<file path="src/sv/smalu_pkg.sv">
// ----------------------------------------------------------------------------
// smalu_pkg
// Shared types and constants for the stack machine execution unit.
// ----------------------------------------------------------------------------
package smalu_pkg;

    localparam int STACK_DEPTH   = 512;
    localparam int DATA_W        = 32;
    localparam int OP_W          = 4;
    localparam int IMM_W         = 8;
    localparam int STATUS_W      = 2;
    localparam int STACK_COUNT_W = 10;
    localparam int CNT_W         = $clog2(STACK_DEPTH + 1);
    localparam int ADDR_W        = $clog2(STACK_DEPTH);
    localparam int ITER_W        = $clog2(DATA_W);

    typedef enum logic [OP_W-1:0] {
        OP_NOP   = 4'd0,
        OP_POP   = 4'd1,
        OP_PUSH  = 4'd2,
        OP_ADD   = 4'd3,
        OP_SUB   = 4'd4,
        OP_MUL   = 4'd5,
        OP_DIV   = 4'd6,
        OP_MOD   = 4'd7,
        OP_LT    = 4'd8,
        OP_GT    = 4'd9,
        OP_AND   = 4'd10,
        OP_OR    = 4'd11,
        OP_EQ    = 4'd12,
        OP_NEQ   = 4'd13,
        OP_NOT   = 4'd14,
        OP_PRINT = 4'd15
    } t_op;

    typedef enum logic [STATUS_W-1:0] {
        ST_OK    = 2'd0,
        ST_OVER  = 2'd1,
        ST_UNDER = 2'd2,
        ST_DIVZ  = 2'd3
    } t_status;

    typedef enum logic [2:0] {
        S_IDLE,
        S_RD_R,
        S_RD_L,
        S_WAIT,
        S_DONE
    } t_state;

    // request from the sequencer to the shared unit
    typedef struct packed {
        logic start;
        t_op  op;
    } t_alu_ctl;

endpackage

</file>
<file path="src/sv/smalu_alu.sv">
// ----------------------------------------------------------------------------
// smalu_alu
// Shared arithmetic unit: registered add/sub/mul/compare/logic, and a
// restoring divider that retires one quotient bit per cycle.
// ----------------------------------------------------------------------------
module smalu_alu (
    input  logic                         i_clk,
    input  logic                         i_rst_n,
    input  smalu_pkg::t_alu_ctl          i_ctl,
    input  logic [smalu_pkg::DATA_W-1:0] i_left,
    input  logic [smalu_pkg::DATA_W-1:0] i_right,
    output logic                         o_done,
    output logic [smalu_pkg::DATA_W-1:0] o_result
);

    localparam int W = smalu_pkg::DATA_W;
    localparam int IW = smalu_pkg::ITER_W;

    logic              r_busy;
    logic              r_done;
    logic              r_is_mod;
    logic [IW-1:0]     r_iter;
    logic [W-1:0]      r_quot;
    logic [W-1:0]      r_rem;
    logic [W-1:0]      r_div;
    logic [W-1:0]      r_result;

    logic [W-1:0]      quick;
    logic [W:0]        rem_sh;
    logic [W:0]        diff;
    logic              q_bit;
    logic [W-1:0]      n_rem;
    logic [W-1:0]      n_quot;
    logic              is_div_op;

    always_comb begin
        quick = '0;
        unique case (i_ctl.op)
            smalu_pkg::OP_ADD: quick = i_left + i_right;
            smalu_pkg::OP_SUB: quick = i_left - i_right;
            smalu_pkg::OP_MUL: quick = W'(i_left * i_right);
            smalu_pkg::OP_LT:  quick = W'(i_left < i_right);
            smalu_pkg::OP_GT:  quick = W'(i_left > i_right);
            smalu_pkg::OP_AND: quick = i_left & i_right;
            smalu_pkg::OP_OR:  quick = i_left | i_right;
            smalu_pkg::OP_EQ:  quick = W'(i_left == i_right);
            smalu_pkg::OP_NEQ: quick = W'(i_left != i_right);
            default:           quick = '0;
        endcase
    end

    assign is_div_op = (i_ctl.op == smalu_pkg::OP_DIV) || (i_ctl.op == smalu_pkg::OP_MOD);

    // one restoring step: shift in next dividend bit, try to subtract
    always_comb begin
        rem_sh = {r_rem, r_quot[W-1]};
        diff   = rem_sh - {1'b0, r_div};
        q_bit  = ~diff[W];
        n_rem  = q_bit ? diff[W-1:0] : rem_sh[W-1:0];
        n_quot = {r_quot[W-2:0], q_bit};
    end

    always_ff @(posedge i_clk) begin
        if (!i_rst_n) begin
            r_busy <= 1'b0;
            r_done <= 1'b0;
        end else begin
            r_done <= 1'b0;
            if (r_busy) begin
                r_quot <= n_quot;
                r_rem  <= n_rem;
                r_iter <= r_iter + IW'(1);
                if (r_iter == IW'(W - 1)) begin
                    r_busy   <= 1'b0;
                    r_done   <= 1'b1;
                    r_result <= r_is_mod ? n_rem : n_quot;
                end
            end else if (i_ctl.start) begin
                if (is_div_op) begin
                    r_busy   <= 1'b1;
                    r_is_mod <= (i_ctl.op == smalu_pkg::OP_MOD);
                    r_iter   <= '0;
                    r_quot   <= i_left;
                    r_rem    <= '0;
                    r_div    <= i_right;
                end else begin
                    r_done   <= 1'b1;
                    r_result <= quick;
                end
            end
        end
    end

    assign o_done   = r_done;
    assign o_result = r_result;

endmodule

</file>
<file path="config.mk">
export PLATFORM = sky130hd
export DESIGN_NAME = smalu_alu
export DESIGN_NICKNAME = d
export VERILOG_FILES = /design/src/sv/smalu_pkg.sv /design/src/sv/smalu_alu.sv
export SDC_FILE = /design/constraint.sdc
export NUM_CORES = 2
export LEC_CHECK = 0
export BUFFER_PORTS_ARGS = -buffer_cell sky130_fd_sc_hd__buf_2
export CORE_ASPECT_RATIO = 0.9
export CORE_UTILIZATION = 55
export DETAILED_ROUTE_END_ITERATION = 16
export GPL_TIMING_DRIVEN = 1
export PLACE_DENSITY = 0.75
export SETUP_SLACK_MARGIN = 0.15
export SYNTH_ARGS = -nofsm -noshare
export SYNTH_HDL_FRONTEND = slang
export SYNTH_SLANG_ARGS = --single-unit
</file>
<file path="constraint.sdc">
create_clock -name i_clk -period 7.4 [get_ports i_clk]
set_input_delay 0 -clock i_clk [delete_from_list [all_inputs] [get_ports i_clk]]
set_output_delay 0 -clock i_clk [all_outputs]
set_load 0.1 [all_outputs]
</file>
Yosys cells after proc, flatten, opt, wreduce, memory -nomap -nowiden

Index checks and enable logic that the tools add are counted.

$add $sub $neg: 4
Reduce and logical (&&, ||, !) cells: 6
Multipliers: 1
Multiplexer cells: 24
$lt $le $gt $ge: 2
Equality and inequality tests: 16
Bitwise logic cells: 4

Operators with widths:

| cell                                                                     | number |
|---|---|
| 32-bit two-way mux                                                       | 12 |
| 32-bit one-hot mux with 9 select lines                                   | 1 |
| 33-bit by 32-bit subtractor with 33-bit output                           | 1 |
| 32-bit adder                                                             | 1 |
| 32-bit AND                                                               | 1 |
| 32-bit == test                                                           | 1 |
| 32-bit > comparator                                                      | 1 |
| 32-bit < comparator                                                      | 1 |
| 32-bit by 32-bit multiplier with 32-bit output                           | 1 |
| 32-bit inequality test                                                   | 1 |
| 32-bit OR                                                                | 1 |
| 32-bit subtractor                                                        | 1 |
| 4-bit == test (second input constant)                                    | 6 |
| 4-bit by 3-bit == test with 1-bit output (second input constant)         | 4 |
| 5-bit two-way mux                                                        | 3 |
| 1-bit two-way mux                                                        | 8 |
| 4-bit AND reduction                                                      | 2 |
| 5-bit by 1-bit adder with 5-bit output (second input constant)           | 1 |
| 5-bit == test (second input constant)                                    | 1 |
| 4-bit by 2-bit == test with 1-bit output (second input constant)         | 1 |
| 2-bit nonzero test                                                       | 2 |
| 3-bit AND reduction                                                      | 1 |
| 2-bit by 1-bit inequality test with 1-bit output (second input constant) | 1 |
| 2-bit inequality test (second input constant)                            | 1 |
| other kinds (2)                                                          | 3 |

Bits in registers: 136
Output and inout port bits: 33
Bits of input ports: 71
Word-level logic and storage cells: 65

Depth between registers and ports, before layout

Depth in word-level cells: 5
Gate-level depth with buffers: 29
Gate-level depth less buffers: 27

Worst setup path before layout

No wires, ideal clock.

Kind: input to register
Start: input i_right[2] in the netlist's numbering
End: register r_result[29] (netlist: o_result[29]), data pin
Required time: 7.126 ns
Stages: 26
Buffers on the path: 2
Path slack: 0.512 ns
Arrival: 6.614 ns
Library setup time: 0.274 ns
Cell sequence: clkbuf_1 -> inv_1 -> buf_1 -> nor2_1 -> fa_1 -> inv_1 -> fa_1 -> fa_1 -> fa_1 -> inv_1 -> fa_1 -> inv_1 -> fa_1 -> inv_1 -> fa_1 -> fa_1 -> ha_1 -> a21o_1 -> a21o_1 -> a21oi_1 -> nor3b_1 -> a2111oi_0 -> nor2_1 -> xnor2_1 -> a221oi_1 -> o221ai_1

Longest elaborated chain between the ends: 5
Elaborated cells between the ends (all ways): 7
Those cells by class: 2 x add/sub; 1 x mul; 4 x mux

RTL lines:

| item                                                                         | line            | source |
|---|---|---|
| start, declared                                                              | smalu_alu.sv:11 | `input logic [smalu_pkg::DATA_W-1:0] i_right,` |
| 32-bit by 32-bit multiplier with 32-bit output, or another cell as far along | smalu_alu.sv:41 | `smalu_pkg::OP_MUL: quick = W'(i_left * i_right);` |
| 32-bit one-hot mux with 9 select lines *                                     | smalu_alu.sv:38 | `unique case (i_ctl.op)` |
| 32-bit two-way mux *                                                         | smalu_alu.sv:79 | `if (is_div_op) begin` |
| 32-bit two-way mux *                                                         | smalu_alu.sv:78 | `end else if (i_ctl.start) begin` |
| 32-bit two-way mux *                                                         | smalu_alu.sv:69 | `if (r_busy) begin` |
| end signal, assigned                                                         | smalu_alu.sv:76 | `r_result <= r_is_mod ? n_rem : n_quot;` |
| end signal, assigned                                                         | smalu_alu.sv:88 | `r_result <= quick;` |
| end, declared                                                                | smalu_alu.sv:26 | `logic [W-1:0] r_result;` |

Every way passes the cells marked *; elsewhere a longest branch is shown, timed or not. The select of a mux whose other input is x is not followed.
A chain may end at the register's enable or synchronous reset.

Final worst setup path

Start: input i_right[7] in the netlist's numbering
End: register r_result[25] (netlist: o_result[25]), data pin

The elaborated chain is that of the path after synthesis.

==> qor.txt <==
status: completed
later-pin clock latency in the skew report: 0.43 ns
Unique masters post-synth: 87
Die Height: 212 um
Wirelength per Cell: 27.4 um
wire length of the first global-routing pass: 159 mm
Fin Clk Skew: 0.0131 ns
Synth Instances: 3087
DP Area: 29300 um^2
Detailed Route WL: 107 mm
CTS tree: yes
post-synth top area cell: fa_1
filler cell count: 4207
Worst Setup Path Type: input port to flop
Slew HR: 22.7%
total track usage: 43.8%
RSZ-0062 raised after global routing: yes
cell mode on critical path: fa_1
syn nets: 3822
max-slew violation count: 0
Final Cycle Share: 97.3%
CTS Buf Count: 17
hold path depth: 2
Post-synth EDFFs: 134
Max stage delay on crit path: 0.53 ns
sequential fraction of the synthesis area: 15.0%
Mapped Area: 27000 um^2
Worst Tran Pin Value: 1.16 ns
gpl congestion: 1.07
Die Area: 50000 um^2
Fmax: 139 MHz
initial antenna violation count: 5
total grt overflow: 0
routed via count: 24637
Worst-path clk slew: 0.07 ns
Final setup viols: 0
Ys Warns: 0
largest family of logic cells by synthesized area: adder cells
delay-heaviest family, CP: adder cells
reg2reg path depth: 14
drc violations: 0
die width: 236 um
Buf/Inv on CP: 8
CTS root buf: clkbuf_16
vias in the first global route: 24907
Synth Area in XOR/XNOR: 3.80%
Buffers on Ports: 103
FF+latch count, synth: 136
max_cap viols: 0
Slowest-stage cell, CP: fa_1
Compound-Gate Fraction of Synth Area: 14.4%
mux contribution to synthesized area: 1.11%
worst path required time: 7.56 ns
H-tree depth: 4
vias per cell: 6.31
Hold Crit Class: input port to flop
Fin Setup TNS: 0 ns
core area: 48200 um^2
hold slack: 0.0602 ns
share of layout cells above drive strength 1: 11.3%
Syn Area/Cell: 8.75 um^2
final instance area: 30000 um^2
nets: 4003
top_reg_cell synth: edfxtp_1
crit start category: input port
Setup crit end kind: flop
post-route ant nets: 0
HPWL after DPL: 85.8 mm
FP Rows: 76
top cell type's share of synthesized area: 30.4%
Hold Fails Final Rpt: 0
post-layout minimum cycle time: 7.20 ns
Synth Area in Simple Gates: 14.3%
critical path depth: 27
clk buf depth: 2
DRT iter0 DRCs: 2918
worst-path fanout max: 9
# clock sinks: 136
First-pass DRT Iterations: 6
largest net degree at the start of global routing: 77
Area contributors post-synth: fa_1, edfxtp_1, ha_1, inv_1, nor2_1
Adder-Cell Fraction of Synth Area: 42.2%
Initial Util: 56.1%
Layout area overhead: 11.1%
ys async rst share: 0%
Arr. time, crit path: 7.36 ns
I/O Pins: 104
## per-stage QoR
stage          worst slack (ns)  instances  util [%]
2_1_floorplan             0.512       3087         -
3_3_place_gp             -0.553       3858      60.7
3_5_place_dp             -0.605       3858      60.7
4_1_cts                   0.217       3903      62.2
5_1_grt                  0.0935       3905      62.3
6_report                  0.198       3907      62.3
## timing repair
item / CTS / global route
pin swaps: 0 / 0
hold buffers: 13 / 0
endpoints found under the setup margin: 2 / 5
gates resized for setup: 2 / 4
gates cloned: 0 / 0
buffers inserted: 0 / 2
endpoints found under the hold margin: 14 / 0
## placed cells by master (no fill, tap or decap), types with 21 or more instances in the layout
cell type | synthesis | final
a21o_1 | 55 | 55
a21oi_1 | 146 | 145
buf_2 | 5 | 103
buf_4 | 1 | 193
edfxtp_1 | 134 | 134
fa_1 | 411 | 411
ha_1 | 253 | 253
inv_1 | 495 | 494
mux2i_1 | 30 | 30
nand2_1 | 315 | 315
nand3_1 | 24 | 23
nor2_1 | 397 | 397
nor2b_1 | 49 | 47
nor3_1 | 22 | 21
o21ai_0 | 133 | 132
o21bai_1 | 28 | 28
o221ai_1 | 25 | 25
xnor2_1 | 86 | 86
xor2_1 | 28 | 28
## area by class of cell
class	count	area (um^2)	area share, %
clock buffers	17	425	1.42
inverters	509	1910	6.37
flip-flops and latches	136	4070	13.5
diodes	2	5.00	0.0167
clock inverters	15	176	0.587
repair buffers	312	2150	7.17
well taps	624	781	2.60
multi-input cells	2292	20500	68.3
## logic make-up after synthesis
logic type | after synthesis
compound gates | 582
xor+xnor | 115
buf+inv | 659
fa+ha+maj | 664
mux | 30
flops | 136
simple gates | 901
## path summary, 6_finish.rpt
check | slack (ns) | to | start
min reg2reg | 0.56 | r_quot[24] | r_quot[23]
min | 0.06 | r_is_mod | i_ctl[0]
max reg2reg | 2.42 | o_result[30] | r_quot[31]
max | 0.20 | o_result[25] | i_right[7]
## synthesized netlist by cell type (6+ instances only)
cell,number
nor2b_1,49
nor2_1,397
and2_1,8
xor2_1,28
o31ai_1,7
nand2b_1,15
nand3_1,24
nor3b_1,8
nor3_1,22
o221ai_1,25
mux2i_1,30
a211o_1,8
o21bai_1,28
edfxtp_1,134
o211ai_1,12
xnor2_1,86
o21ai_0,133
or3_1,14
a31oi_1,16
a211oi_1,20
ha_1,253
nand2_1,315
clkbuf_1,129
and3_1,8
o21a_1,15
nor4_1,6
a21o_1,55
a21oi_1,146
buf_1,12
clkinv_1,12
a2111oi_0,7
inv_1,495
fa_1,411
o22ai_1,11
a221oi_1,16
a221o_1,14
## routing by layer
metal | wire length, um | vias to the layer above | track usage (%)
li1 | - | 10409 | -
met1 | 41400 | 12110 | 58.5
met2 | 45000 | 1720 | 65.1
met3 | 13600 | 396 | 11.2
met4 | 7100 | 2 | 25.1
met5 | 12 | - | 0
## flip-flops by register name, summed over array words and instances (netlist names)
name	count
o_done	1
r_is_mod	1
r_iter	5
o_result	32
r_rem	32
r_div	32
r_busy	1
r_quot	32
Power is not shown: default switching activity piles up to over one toggle a cycle in this logic, so the estimate is an artifact.
